**src/sv/tpdo_tt_pkg.sv**
```systemverilog
// ----------------------------------------------------------------------------
// tpdo_tt_pkg
// Shared types, codes and helpers of the transmit trigger block.
// ----------------------------------------------------------------------------
`default_nettype none

package tpdo_tt_pkg;

  // channel count limits
  localparam int TT_MAX_CHANNELS = 4;
  localparam int TT_DEF_CHANNELS = 4;

  // field widths
  localparam int TT_TIME_W   = 32;
  localparam int TT_DATA_W   = 64;
  localparam int TT_LEN_W    = 4;
  localparam int TT_ID_W     = 11;
  localparam int TT_PERIOD_W = 16;
  localparam int TT_CH_W     = 2;
  localparam int TT_STAT_W   = 3;
  localparam int TT_ERR_W    = 2;
  localparam int TT_CFG_IX_W = 2;

  // configuration register widths
  localparam int TT_EN_W  = TT_MAX_CHANNELS;
  localparam int TT_IDS_W = TT_MAX_CHANNELS * TT_ID_W;
  localparam int TT_PER_W = TT_MAX_CHANNELS * TT_PERIOD_W;

  // largest legal payload length in bytes
  localparam logic [TT_LEN_W-1:0] TT_MAX_LEN = 4'd8;

  // configuration register indexes
  localparam logic [TT_CFG_IX_W-1:0] CFG_ENABLES     = 2'd0;
  localparam logic [TT_CFG_IX_W-1:0] CFG_IDENTIFIERS = 2'd1;
  localparam logic [TT_CFG_IX_W-1:0] CFG_EVENT       = 2'd2;
  localparam logic [TT_CFG_IX_W-1:0] CFG_INHIBIT     = 2'd3;

  // item functions
  localparam logic FUNC_SERVICE = 1'b0;
  localparam logic FUNC_MARK    = 1'b1;

  // result status codes
  localparam logic [TT_STAT_W-1:0] ST_SENT       = 3'd0;
  localparam logic [TT_STAT_W-1:0] ST_DISABLED   = 3'd1;
  localparam logic [TT_STAT_W-1:0] ST_NOT_DUE    = 3'd2;
  localparam logic [TT_STAT_W-1:0] ST_INHIBITED  = 3'd3;
  localparam logic [TT_STAT_W-1:0] ST_PACK_FAIL  = 3'd4;
  localparam logic [TT_STAT_W-1:0] ST_UNCHANGED  = 3'd5;
  localparam logic [TT_STAT_W-1:0] ST_TX_REFUSED = 3'd6;

  // error codes
  localparam logic [TT_ERR_W-1:0] ERR_NONE    = 2'd0;
  localparam logic [TT_ERR_W-1:0] ERR_PACK    = 2'd1;
  localparam logic [TT_ERR_W-1:0] ERR_TRANSMIT = 2'd2;

  // one input word as held in the input stage
  typedef struct packed {
    logic                 func;
    logic [TT_CH_W-1:0]   channel;
    logic [TT_TIME_W-1:0] now_ms;
    logic [TT_DATA_W-1:0] payload;
    logic [TT_LEN_W-1:0]  payload_length;
    logic                 pack_ok;
    logic                 tx_ready;
  } item_t;

  // one result word
  typedef struct packed {
    logic [TT_STAT_W-1:0] status;
    logic                 send;
    logic [TT_ID_W-1:0]   frame_id;
    logic [TT_LEN_W-1:0]  frame_length;
    logic [TT_DATA_W-1:0] frame_data;
    logic [TT_ERR_W-1:0]  error_code;
  } result_t;

  // keep only the first len bytes
  function automatic logic [TT_DATA_W-1:0] byte_mask(input logic [TT_LEN_W-1:0] len);
    logic [TT_DATA_W-1:0] m;
    for (int k = 0; k < TT_DATA_W / 8; k++) begin
      m[8*k +: 8] = (TT_LEN_W'(k) < len) ? 8'hFF : 8'h00;
    end
    return m;
  endfunction

endpackage

`default_nettype wire

```
**src/sv/tpdo_tt_if.sv**
```systemverilog
// ----------------------------------------------------------------------------
// tpdo_tt_if
// Valid/ready channels of the transmit trigger: input, result and config.
// ----------------------------------------------------------------------------
`default_nettype none

interface tpdo_tt_in_if;
  import tpdo_tt_pkg::*;
  logic                 valid;
  logic                 ready;
  logic                 func;
  logic [TT_CH_W-1:0]   channel;
  logic [TT_TIME_W-1:0] now_ms;
  logic [TT_DATA_W-1:0] payload;
  logic [TT_LEN_W-1:0]  payload_length;
  logic                 pack_ok;
  logic                 tx_ready;

  modport source (output valid, func, channel, now_ms, payload, payload_length,
                  pack_ok, tx_ready, input ready);
  modport sink   (input valid, func, channel, now_ms, payload, payload_length,
                  pack_ok, tx_ready, output ready);
endinterface

interface tpdo_tt_out_if;
  import tpdo_tt_pkg::*;
  logic                 valid;
  logic                 ready;
  logic [TT_STAT_W-1:0] status;
  logic                 send;
  logic [TT_ID_W-1:0]   frame_id;
  logic [TT_LEN_W-1:0]  frame_length;
  logic [TT_DATA_W-1:0] frame_data;
  logic [TT_ERR_W-1:0]  error_code;

  modport source (output valid, status, send, frame_id, frame_length, frame_data,
                  error_code, input ready);
  modport sink   (input valid, status, send, frame_id, frame_length, frame_data,
                  error_code, output ready);
endinterface

interface tpdo_tt_cfg_if;
  import tpdo_tt_pkg::*;
  logic                   valid;
  logic                   ready;
  logic [TT_CFG_IX_W-1:0] index;
  logic [TT_DATA_W-1:0]   data;

  modport source (output valid, index, data, input ready);
  modport sink   (input valid, index, data, output ready);
endinterface

`default_nettype wire

```
**src/sv/tpdo_transmit_trigger_core.sv**
```systemverilog
// ----------------------------------------------------------------------------
// tpdo_transmit_trigger_core
// Event timer / inhibit trigger for transmit process-data channels.
// ----------------------------------------------------------------------------
// Flow: an accepted input word is held in the input register; its result word
// is then loaded into the result register. Throughput: one word per cycle while
// rsp.ready holds; input register, one compare/subtract pass over the addressed
// channel's state, result register. Reset: clears config, all channel state and
// both stages; config port is always ready.
`default_nettype none

module tpdo_transmit_trigger_core
  import tpdo_tt_pkg::*;
#(
  parameter int CHANNELS = TT_DEF_CHANNELS
) (
  input  wire logic     clk,
  input  wire logic     rst,
  tpdo_tt_in_if.sink    req,
  tpdo_tt_out_if.source rsp,
  tpdo_tt_cfg_if.sink   cfg
);

  localparam int IX_W = (CHANNELS > 1) ? $clog2(CHANNELS) : 1;
  localparam logic [TT_CH_W:0] CH_LIMIT = (TT_CH_W + 1)'(CHANNELS);

  // configuration registers
  logic [TT_EN_W-1:0]  channel_enables;
  logic [TT_IDS_W-1:0] channel_identifiers;
  logic [TT_PER_W-1:0] event_periods;
  logic [TT_PER_W-1:0] inhibit_periods;

  // per-channel state
  logic [TT_TIME_W-1:0] last_send_time     [CHANNELS];
  logic [TT_LEN_W-1:0]  last_length        [CHANNELS];
  logic [TT_DATA_W-1:0] last_payload_bytes [CHANNELS];
  logic                 has_sent           [CHANNELS];
  logic                 pending            [CHANNELS];

  // pipeline stages
  logic    s1_valid;
  item_t   s1;
  logic    out_valid;
  result_t res;
  result_t res_next;

  logic s2_load;
  logic fire;

  // handshake
  assign s2_load   = !out_valid || rsp.ready;
  assign fire      = s1_valid && s2_load;
  assign req.ready = !s1_valid || s2_load;
  assign cfg.ready = 1'b1;

  // configuration writes
  always_ff @(posedge clk) begin
    if (rst) begin
      channel_enables     <= '0;
      channel_identifiers <= '0;
      event_periods       <= '0;
      inhibit_periods     <= '0;
    end else if (cfg.valid) begin
      unique case (cfg.index)
        CFG_ENABLES:     channel_enables     <= cfg.data[TT_EN_W-1:0];
        CFG_IDENTIFIERS: channel_identifiers <= cfg.data[TT_IDS_W-1:0];
        CFG_EVENT:       event_periods       <= cfg.data[TT_PER_W-1:0];
        CFG_INHIBIT:     inhibit_periods     <= cfg.data[TT_PER_W-1:0];
        default:         ;
      endcase
    end
  end

  // input stage
  always_ff @(posedge clk) begin
    if (rst) begin
      s1_valid <= 1'b0;
    end else if (req.ready) begin
      s1_valid <= req.valid;
    end
  end

  always_ff @(posedge clk) begin
    if (req.ready && req.valid) begin
      s1.func           <= req.func;
      s1.channel        <= req.channel;
      s1.now_ms         <= req.now_ms;
      s1.payload        <= req.payload;
      s1.payload_length <= req.payload_length;
      s1.pack_ok        <= req.pack_ok;
      s1.tx_ready       <= req.tx_ready;
    end
  end

  // decision logic for the word in the input stage
  logic [IX_W-1:0]         idx;
  logic                    in_range;
  logic                    ch_enabled;
  logic [TT_TIME_W-1:0]    elapsed;
  logic [TT_PERIOD_W-1:0]  ev;
  logic [TT_PERIOD_W-1:0]  inh;
  logic                    due;
  logic                    inhibited;
  logic                    pack_bad;
  logic [TT_DATA_W-1:0]    data;
  logic                    unchanged;
  logic [TT_ID_W-1:0]      ident;
  logic                    do_send;
  logic                    clear_pending;
  logic                    set_pending;

  assign idx        = s1.channel[IX_W-1:0];
  assign in_range   = {1'b0, s1.channel} < CH_LIMIT;
  assign ch_enabled = in_range && channel_enables[s1.channel];
  assign elapsed    = s1.now_ms - last_send_time[idx];
  assign ev         = event_periods[TT_PERIOD_W*s1.channel +: TT_PERIOD_W];
  assign inh        = inhibit_periods[TT_PERIOD_W*s1.channel +: TT_PERIOD_W];
  assign ident      = channel_identifiers[TT_ID_W*s1.channel +: TT_ID_W];
  assign due        = pending[idx] ||
                      ((ev != '0) && (elapsed >= {{(TT_TIME_W-TT_PERIOD_W){1'b0}}, ev}));
  assign inhibited  = (inh != '0) &&
                      (elapsed < {{(TT_TIME_W-TT_PERIOD_W){1'b0}}, inh});
  assign pack_bad   = !s1.pack_ok || (s1.payload_length > TT_MAX_LEN);
  assign data       = s1.payload & byte_mask(s1.payload_length);
  assign unchanged  = has_sent[idx] && (last_length[idx] == s1.payload_length) &&
                      (last_payload_bytes[idx] == data);

  always_comb begin
    res_next      = '0;
    do_send       = 1'b0;
    clear_pending = 1'b0;
    set_pending   = 1'b0;
    priority if (s1.func == FUNC_MARK) begin
      res_next.status = ST_NOT_DUE;
      set_pending     = in_range;
    end else if (!ch_enabled) begin
      res_next.status = ST_DISABLED;
    end else if (!due) begin
      res_next.status = ST_NOT_DUE;
    end else if (inhibited) begin
      res_next.status = ST_INHIBITED;
    end else if (pack_bad) begin
      res_next.status     = ST_PACK_FAIL;
      res_next.error_code = ERR_PACK;
    end else if (unchanged) begin
      res_next.status = ST_UNCHANGED;
      clear_pending   = 1'b1;
    end else if (!s1.tx_ready) begin
      res_next.status     = ST_TX_REFUSED;
      res_next.error_code = ERR_TRANSMIT;
    end else begin
      res_next.status       = ST_SENT;
      res_next.send         = 1'b1;
      res_next.frame_id     = ident;
      res_next.frame_length = s1.payload_length;
      res_next.frame_data   = data;
      do_send               = 1'b1;
      clear_pending         = 1'b1;
    end
  end

  // channel state update, at the edge the word leaves the input stage
  always_ff @(posedge clk) begin
    if (rst) begin
      for (int i = 0; i < CHANNELS; i++) begin
        last_send_time[i]     <= '0;
        last_length[i]        <= '0;
        last_payload_bytes[i] <= '0;
        has_sent[i]           <= 1'b0;
        pending[i]            <= 1'b0;
      end
    end else if (fire) begin
      if (set_pending) begin
        pending[idx] <= 1'b1;
      end else if (clear_pending) begin
        pending[idx] <= 1'b0;
      end
      if (do_send) begin
        last_send_time[idx]     <= s1.now_ms;
        last_length[idx]        <= s1.payload_length;
        last_payload_bytes[idx] <= data;
        has_sent[idx]           <= 1'b1;
      end
    end
  end

  // result register
  always_ff @(posedge clk) begin
    if (rst) begin
      out_valid <= 1'b0;
    end else if (s2_load) begin
      out_valid <= s1_valid;
    end
  end

  always_ff @(posedge clk) begin
    if (fire) begin
      res <= res_next;
    end
  end

  assign rsp.valid        = out_valid;
  assign rsp.status       = res.status;
  assign rsp.send         = res.send;
  assign rsp.frame_id     = res.frame_id;
  assign rsp.frame_length = res.frame_length;
  assign rsp.frame_data   = res.frame_data;
  assign rsp.error_code   = res.error_code;

  // checks
  a_send_is_sent: assert property (@(posedge clk) disable iff (rst)
    out_valid |-> (res.send == (res.status == ST_SENT)))
    else $error("send flag disagrees with status");

  a_stall_only_when_full: assert property (@(posedge clk) disable iff (rst)
    !req.ready |-> (s1_valid && out_valid && !rsp.ready))
    else $error("input stalled without a blocked result");

  a_send_records: assert property (@(posedge clk) disable iff (rst)
    (fire && do_send) |=> (has_sent[$past(idx)] && !pending[$past(idx)]))
    else $error("send did not record channel state");

endmodule

`default_nettype wire

```
**src/flat_wrapper.sv**
```systemverilog
// flat-port wrapper written by rule: the top's interface ports become plain ports
module tpdo_transmit_trigger_core_flat import tpdo_tt_pkg::*;
#(
  parameter int CHANNELS = TT_DEF_CHANNELS
)
  (clk, rst, req_valid, req_func, req_channel, req_now_ms, req_payload, req_payload_length, req_pack_ok, req_tx_ready, req_ready, rsp_valid, rsp_status, rsp_send, rsp_frame_id, rsp_frame_length, rsp_frame_data, rsp_error_code, rsp_ready, cfg_valid, cfg_index, cfg_data, cfg_ready);
  tpdo_tt_in_if req_i ();
  tpdo_tt_out_if rsp_i ();
  tpdo_tt_cfg_if cfg_i ();
  input  wire logic clk;
  input  wire logic rst;
  input wire logic [$bits(req_i.valid)-1:0] req_valid;
  input wire logic [$bits(req_i.func)-1:0] req_func;
  input wire logic [$bits(req_i.channel)-1:0] req_channel;
  input wire logic [$bits(req_i.now_ms)-1:0] req_now_ms;
  input wire logic [$bits(req_i.payload)-1:0] req_payload;
  input wire logic [$bits(req_i.payload_length)-1:0] req_payload_length;
  input wire logic [$bits(req_i.pack_ok)-1:0] req_pack_ok;
  input wire logic [$bits(req_i.tx_ready)-1:0] req_tx_ready;
  output wire logic [$bits(req_i.ready)-1:0] req_ready;
  output wire logic [$bits(rsp_i.valid)-1:0] rsp_valid;
  output wire logic [$bits(rsp_i.status)-1:0] rsp_status;
  output wire logic [$bits(rsp_i.send)-1:0] rsp_send;
  output wire logic [$bits(rsp_i.frame_id)-1:0] rsp_frame_id;
  output wire logic [$bits(rsp_i.frame_length)-1:0] rsp_frame_length;
  output wire logic [$bits(rsp_i.frame_data)-1:0] rsp_frame_data;
  output wire logic [$bits(rsp_i.error_code)-1:0] rsp_error_code;
  input wire logic [$bits(rsp_i.ready)-1:0] rsp_ready;
  input wire logic [$bits(cfg_i.valid)-1:0] cfg_valid;
  input wire logic [$bits(cfg_i.index)-1:0] cfg_index;
  input wire logic [$bits(cfg_i.data)-1:0] cfg_data;
  output wire logic [$bits(cfg_i.ready)-1:0] cfg_ready;
  assign req_i.valid = req_valid;
  assign req_i.func = req_func;
  assign req_i.channel = req_channel;
  assign req_i.now_ms = req_now_ms;
  assign req_i.payload = req_payload;
  assign req_i.payload_length = req_payload_length;
  assign req_i.pack_ok = req_pack_ok;
  assign req_i.tx_ready = req_tx_ready;
  assign req_ready = req_i.ready;
  assign rsp_valid = rsp_i.valid;
  assign rsp_status = rsp_i.status;
  assign rsp_send = rsp_i.send;
  assign rsp_frame_id = rsp_i.frame_id;
  assign rsp_frame_length = rsp_i.frame_length;
  assign rsp_frame_data = rsp_i.frame_data;
  assign rsp_error_code = rsp_i.error_code;
  assign rsp_i.ready = rsp_ready;
  assign cfg_i.valid = cfg_valid;
  assign cfg_i.index = cfg_index;
  assign cfg_i.data = cfg_data;
  assign cfg_ready = cfg_i.ready;
  tpdo_transmit_trigger_core #(.CHANNELS(CHANNELS)) u_core (.clk(clk), .rst(rst), .req(req_i), .rsp(rsp_i), .cfg(cfg_i));
endmodule
```
**config.mk**
```make
export PLATFORM = sky130hd
export DESIGN_NAME = tpdo_transmit_trigger_core_flat
export DESIGN_NICKNAME = d
export VERILOG_FILES = /design/src/sv/tpdo_tt_pkg.sv /design/src/sv/tpdo_tt_if.sv /design/src/sv/tpdo_transmit_trigger_core.sv /design/src/flat_wrapper.sv
export SDC_FILE = /design/constraint.sdc
export NUM_CORES = 1
export LEC_CHECK = 0
export BUFFER_PORTS_ARGS = -buffer_cell sky130_fd_sc_hd__buf_2
export CAP_MARGIN = 20
export CORE_UTILIZATION = 45
export DETAILED_ROUTE_END_ITERATION = 10
export PLACE_DENSITY = 0.65
export SETUP_SLACK_MARGIN = 0.3
export SYNTH_ARGS = -nofsm -noshare
export SYNTH_HDL_FRONTEND = slang
export SYNTH_SLANG_ARGS = --single-unit
```
**constraint.sdc**
```tcl
create_clock -name clk -period 25.7 [get_ports clk]
set_input_delay 3.855 -clock clk [delete_from_list [all_inputs] [get_ports clk]]
set_output_delay 3.855 -clock clk [all_outputs]
set_load 0.005 [all_outputs]
```
==> results of run 1 <==
## routing by layer
metal | share of wire (%) | up-vias
met5 | 0.039 | -
met3 | 7.7 | 191
met4 | 3.4 | 8
li1 | - | 11198
met2 | 49 | 1139
met1 | 40 | 12389
## how the worst max path moves through the flow
stage / slack, ns / depth (start not counted) / startpoint / to
detailed placement: 17.43 / 4 / rsp_ready / req_ready
finish: 17.43 / 4 / rsp_ready / req_ready
CTS: 17.43 / 4 / rsp_ready / req_ready
floorplan: 9.64 / 22 / register / u_core.has_sent[3]
global route: 17.16 / 20 / register / u_core.last_send_time[1][21]
global placement: 17.41 / 4 / rsp_ready / req_ready
## per-stage QoR
step | std cells | hold WS (ns) | util (%) | power [mW] | setup slack, ns
floorplan | 2956 | 0.4331 | - | 1.701 | 9.640
global placement | 4093 | 0.4384 | 48.21 | 1.821 | 17.41
detailed placement | 4093 | 0.4431 | 48.21 | 1.829 | 17.43
CTS | 4245 | 0.4510 | 51.72 | 3.032 | 17.43
global route | 4246 | 0.4662 | 51.76 | 3.122 | 17.16
finish | 4247 | 0.4501 | 51.76 | 3.012 | 17.43
## final cells by class
class	instances	share of cell area, %
clock buffer	110	5.679
tap	1040	3.224
multi-input combinational	1862	31.45
clock inverter	42	1.119
inverter	114	1.073
sequential	778	53.43
antenna	1	0.006200
timing repair buffer	300	4.011
## kinds of logic (layout without fill, tap and decap cells)
kind of cell / after synthesis / after routing / synth area share (%)
simple gates: 1182 / 1182 / 15.41
flops: 778 / 778 / 60.31
compound gates: 391 / 391 / 6.517
buf+inv: 316 / 566 / 4.365
mux: 157 / 157 / 9.482
xor+xnor: 67 / 67 / 1.642
fa+ha+maj: 64 / 64 / 2.261
other cells: 1 / 2 / 0.01049
## cells in the final DEF (no fill, tap or decap), types with 63 or more instances in the layout
master	Yosys	layout
nor2_1	345	344
buf_2	40	261
edfxtp_1	598	598
inv_1	114	112
nor3_1	113	113
nor4_1	93	93
clkbuf_16	0	86
a21oi_1	226	226
ha_1	63	63
dfxtp_1	180	178
nand2_1	459	456
mux4_2	145	145
## sequential cells by signal, indices dropped and copies added, names as in the netlist, named ones only
| register | cells |
|---|---|
| u_core.rsp.frame_data | 64 |
| u_core.rsp.status | 3 |
| u_core.channel_enables | 4 |
| u_core.rsp.error_code | 2 |
| u_core.rsp.frame_id | 11 |
| u_core.s1 | 103 |
| u_core.idx | 2 |
| u_core.rsp.send | 1 |
| u_core.rsp.frame_length | 4 |
| u_core.rsp.valid | 1 |
| u_core.s1_valid | 1 |
| u_core.last_send_time | 128 |
| u_core.pending | 4 |
| u_core.event_periods | 64 |
| u_core.inhibit_periods | 64 |
| u_core.last_length | 16 |
| u_core.last_payload_bytes | 256 |
| u_core.channel_identifiers | 44 |
| u_core.has_sent | 4 |
## critical path, delay by kind of cell
kind | cells | cell delay (ns)
buffers and inverters | 2 | 0.24
and+or+nand+nor | 2 | 0.32
## power by group through the flow
| stage | logic (mW) | registers [mW] | clock network, mW |
|---|---|---|---|
| after floorplan | 0.255 | 1.45 | 0 |
| after global placement | 0.368 | 1.45 | 0 |
| after detailed placement | 0.373 | 1.46 | 0 |
| after CTS | 0.375 | 1.43 | 1.23 |
| after global routing | 0.410 | 1.43 | 1.28 |
| final | 0.376 | 1.43 | 1.21 |
==> run summary, run 1 <==
WHS Path Cells: 2
Net Sw Frac: 25.56%
Crit path DAT: 4.41 ns
RePlAce Congestion: 0.9427
Yosys reg bits: 778
Synth top cells by count: edfxtp_1 (598), nand2_1 (459), nor2_1 (345), a21oi_1 (226), dfxtp_1 (180)
Reg2reg end: u_core.last_send_time[1][21]
Worst hold path type: register to register
FMAX: 0.1210 GHz
Total grt overflow: 0
Multi-input logic area: 12,700 sq um
CTS Buffer Depth: 3
# rows: 102
Vias in the first global route: 24,834
Worst min-delay path startpoint: u_core.event_periods[54]
Area growth syn-to-layout: 12.91%
PostCTS Resize Cnt: 0
Worst EP required: 21.84 ns
Port buffer count: 262
Max-cap viol count: 0
Met2 Use GR: 40.01%
Mapped Cells: 2,956
Yosys Warn Count: 0
R2R depth: 22
GRT Max-Usage Layer: met2
CP Launch Type: input port
Fillers: 6,625
Clock share of power: 40.1%
Power Internal: 2.242 mW
Max-slew headroom: 22.33%
Clock Latency Late Sink: 0.65 ns
Routed vias: 24,925
Initial core utilization: 45.84%
Largest net degree at the start of global routing: 104
Post-Syn Area: 35,750 sq um
Dominant cell type by area after synthesis: edfxtp_1
DRC viols: 0
Area of the core: 77,980 sq um
Die area: 80,570 sq um
Total GRT Usage: 24.39%
Fin. Hold Viols: 0
Async SR Flop Fraction: 0%
Setup Fix Bufs, Post-CTS: 0
Power Density: 74.62 nW/um^2
CP peak stage delay: 0.21 ns
First-pass GRT wire length: 150,800 um
WL/cell: 23.42 um
Sequential area share after synthesis: 60.31%
HPWL Detailed: 64,970 um
Maximum fanout along the worst path: 4
Routed Antenna Nets: 0
Leakage power figure: 14.24 nW
CTS sink cnt: 778
Period utilization: 32.17%
CP max stage cell: nor2b_1
Cell mode on critical path: buf_2
H-tree levels: 3
Yosys top cell area share: 50.23%
FF/Latch Area: 21,570 sq um
Pre-antenna DRT Iters: 6
Comb power frac: 12.5%
Tmin final: 8.267 ns
Root Buffer: clkbuf_16
Maximum vdd drop: 0.04783 mV
Synthesized net count: 3,196
Primary FF master, synth: edfxtp_1
Layout cells sized above 1: 19.65%
Status: completed
Synth top area cells: edfxtp_1 (50%), dfxtp_1 (10%), mux4_2 (9.1%)
Worst slew pin tran: 1.150 ns
CTS tree: done
CTS buffer count: 85
Met1 GRT Util: 32.52%
Via density: 5.869
Nets@finish: 3,381
Slack of the worst reg-to-reg path: 17.52 ns
Initial antenna violation count: 7
Routing usage on met3: 4.437%
Post-synth EDFFs: 598
Clock skew after layout: 0.04830 ns
Die height: 283.9 um
Clock-pin slew on the worst setup and hold paths: 0.06 ns
Avg Cell Area, Syn: 12.09 sq um
Synth cell types: 85
Sequential Power Share: 47.5%
Cell Area, Placed: 37,590 sq um
Hold-fix buffers, CTS: 0
Setup TNS: 0 ns
Top-count cell post-synth: edfxtp_1
Hold EP: u_core.event_periods[54]
Crit end category: output port
IO Count: 264
Max-slew violations: 0
Final Cell Area: 40,360 sq um
DIE WIDTH: 283.9 um
Setup violators final: 0
Net Sw Power: 769.9 uW
Worst path cell trace: buf_2, nor2b_1, nand2_1, buf_2
Final wirelength: 99,480 um
RSZ-0062 raised after global routing: false
Worst setup path class: input port to output port
1st-iter DRT viols: 2,561
No activity file was read; power rests on OpenSTA's default activity.
==> run 2, diff against run 1 <==
PLACE_DENSITY = 0.68   (was 0.65)
clock period = 6.8 ns   (was 25.7 ns; I/O delays follow)
==> run 2 against run 1 <==
Against the previous run: global-route usage shrank 0.72 points; clock-buffer cell count shrank 9; critical path depth up 15; combinational power grew to 3.8 times the previous value; critical path type is now register to register; sequential power rose to 3.8 times the previous value; core utilization is essentially flat; flip-flop and latch count did not move; worst hold slack improved by 0.0027 ns; die area stayed put; wire length shrank 2.8%; clock power increased to 3.5 times the previous value; worst setup slack got worse by 17 ns.
==> run summary, run 2 (synthesized netlist as in run 1, its figures left out) <==
Worst path cell trace: buf_4, mux4_2, inv_1, ha_1, a21oi_1, o21ai_0, a21oi_1, nand2_1, xor2_1, ha_1, and4_1, nand3_1, nor4b_2, a211oi_1, nor2b_1, o41ai_2, or4_4, buf_12, nor2_1
GRT Max-Usage Layer: met2
FMAX: 0.1654 GHz
R2R depth: 19 (-14%)
Vias in the first global route: 23,816 (-4.1%)
Nets@finish: 3,390 (+0.27%)
DRC viols: 0 (unchanged)
HPWL Detailed: 61,500 um (-5.3%)
Worst EP required: 7.16 ns (-14.68 ns)
Die height: 283.9 um (unchanged)
Critical Path Sink: u_core.last_payload_bytes[1][3]
Commonest non-fill, non-tap cell in the layout: edfxtp_1
Worst setup margin: 0.7526 ns (-16.68 ns)
Setup slack after placement: 0.8141 ns (-16.62 ns)
CTS Buffer Depth: 3 (unchanged)
Initial core utilization: 45.84% (unchanged)
Total power: 11.09 mW (+270%)
Met2 Use GR: 36.99% (-3.0 points)
Clock skew after layout: 0.02707 ns (-0.02122 ns)
Setup violators final: 0 (unchanged)
Worst hold path type: register to register
CP Launch Type: register
PostCTS Resize Cnt: 0 (unchanged)
First-pass GRT wire length: 146,300 um (-3.0%)
RePlAce Congestion: 0.9048 (-4.0%)
Clock Latency Late Sink: 0.64 ns (about the same)
Leakage power figure: 14.27 nW (+0.22%)
H-tree levels: 3 (unchanged)
Setup Fix Bufs, Post-CTS: 0 (unchanged)
Worst slew pin tran: 1.037 ns (-0.1133 ns)
# rows: 102 (unchanged)
DIE WIDTH: 283.9 um (unchanged)
Setup TNS: 0 ns (unchanged)
Status: completed
Total grt overflow: 0 (unchanged)
Largest registers: u_core.last_payload_bytes (256), u_core.last_send_time (128), u_core.s1 (103)
Crit end category: register
IO Count: 264 (unchanged)
Port buffer count: 262 (unchanged)
Worst setup path class: register to register
Crit path DAT: 6.40 ns (+1.99 ns)
Via density: 5.791 (-1.3%)
WL/cell: 22.75 um (-2.9%)
CP peak stage delay: 0.56 ns (+0.35 ns)
Max FFs per register: 256 (unchanged)
Hold-fix buffers, CTS: 0 (unchanged)
Routed Antenna Nets: 0 (unchanged)
Reg2reg end: u_core.last_payload_bytes[1][3]
Max-slew violations: 0 (unchanged)
Area of the core: 77,980 sq um (unchanged)
Clock-pin slew on the worst setup and hold paths: 0.07 ns (about the same)
CTS buffer count: 82 (-3.5%)
Max-cap viol count: 0 (unchanged)
Total GRT Usage: 23.68% (-0.72 points)
Area growth syn-to-layout: 12.96% (about the same)
Period utilization: 88.93%
Fin. Hold Viols: 0 (unchanged)
Placed cells: 4,106 (+0.32%)
RSZ-0062 raised after global routing: false
Initial antenna violation count: 6 (-1)
Tmin final: 6.047 ns
Max-slew headroom: 30.89% (+8.6 points)
Layout cells sized above 1: 20.10% (+0.45 points)
Die area: 80,570 sq um (unchanged)
Root Buffer: clkbuf_16
Largest net degree at the start of global routing: 139 (+34%)
Slack of the worst reg-to-reg path: 0.75 ns (-16.77 ns)
Antenna diodes: 0 (-1)
Largest Register: u_core.last_payload_bytes
1st-iter DRT viols: 2,756 (+7.6%)
Pre-antenna DRT Iters: 5 (-1)
CTS sink cnt: 778 (unchanged)
CP max stage cell: or4_4
Fin cells: 4,249 (+0.047%)
Power Density: 274.8 nW/um^2 (+270%)
Maximum vdd drop: 0.1746 mV (+260%)
Routed vias: 24,604 (-1.3%)
Met1 GRT Util: 33.74% (+1.2 points)
Final wirelength: 96,680 um (-2.8%)
Routing usage on met3: 4.068% (-0.37 points)
Maximum fanout along the worst path: 72 (+68)
CTS tree: done
Most frequent cells in the layout: edfxtp_1 (598), nand2_1 (456), nor2_1 (344)
[run 2: cell count changes in the layout (fill, tap and decap cells not counted), moves of 2 or more]
cell       previous run  this run
clkbuf_8              5         2
bufinv_16             7         2
buf_12                0        11
clkinv_2              8        16
buf_4                38        40
clkinv_1             15        13
clkbuf_1             19        14
[run 2: where the power goes]
group	switching (mW)	internal, mW	leakage (nW)	total (mW)
combinational	0.907	0.531	5.59	1.44
sequential	0.0908	5.30	7.45	5.39
clock	1.88	2.39	1.24	4.27
[run 2: per-layer routing]
| metal | part of all wire, % | wire length, um |
|---|---|---|
| met4 | 2.4 | 2356 |
| met1 | 43 | 41550 |
| met5 | 0.053 | 51 |
| met2 | 47 | 45330 |
| met3 | 7.6 | 7388 |
[run 2: critical path, delay by kind of cell, from the launching register on]
kind	cells	cell delay [ns]
compound gates	5	1.50
buf+inv	3	0.77
xor+xnor	1	0.38
flops	1	0.52
simple gates	7	1.32
mux	1	0.53
fa+ha+maj	2	0.62
[run 2: worst min path at each step]
stage                                                end  slack, ns  cells past startpoint                            from
after floorplan           u_core.channel_identifiers[22]       0.43                      2  u_core.channel_identifiers[22]
after global placement    u_core.channel_identifiers[27]       0.44                      2  u_core.channel_identifiers[27]
after detailed placement      u_core.inhibit_periods[44]       0.45                      2      u_core.inhibit_periods[44]
after CTS                     u_core.inhibit_periods[44]       0.45                      2      u_core.inhibit_periods[44]
after global routing             u_core.event_periods[3]       0.47                      2         u_core.event_periods[3]
final                           u_core.event_periods[48]       0.45                      2        u_core.event_periods[48]
[run 2: cell type report]
type	count	area, sq um
inverters	114	432.9
clock inverters	42	305.3
clock buffers	101	2207
repair buffers	312	1827
well taps	1040	1301
fillers	6694	37600
multi-input cells	1862	12740
flip-flops and latches	778	21570
[run 2: stage by stage]
| stage | area (sq um) | util [%] | hold WS, ns |
|---|---|---|---|
| 5_1_grt | 40380 | 51.78 | 0.4694 |
| 3_5_place_dp | 37870 | 48.56 | 0.4451 |
| 4_1_cts | 40380 | 51.78 | 0.4530 |
| 3_3_place_gp | 37870 | 48.56 | 0.4383 |
| 2_1_floorplan | 35860 | - | 0.4331 |
| 6_report | 40380 | 51.78 | 0.4528 |
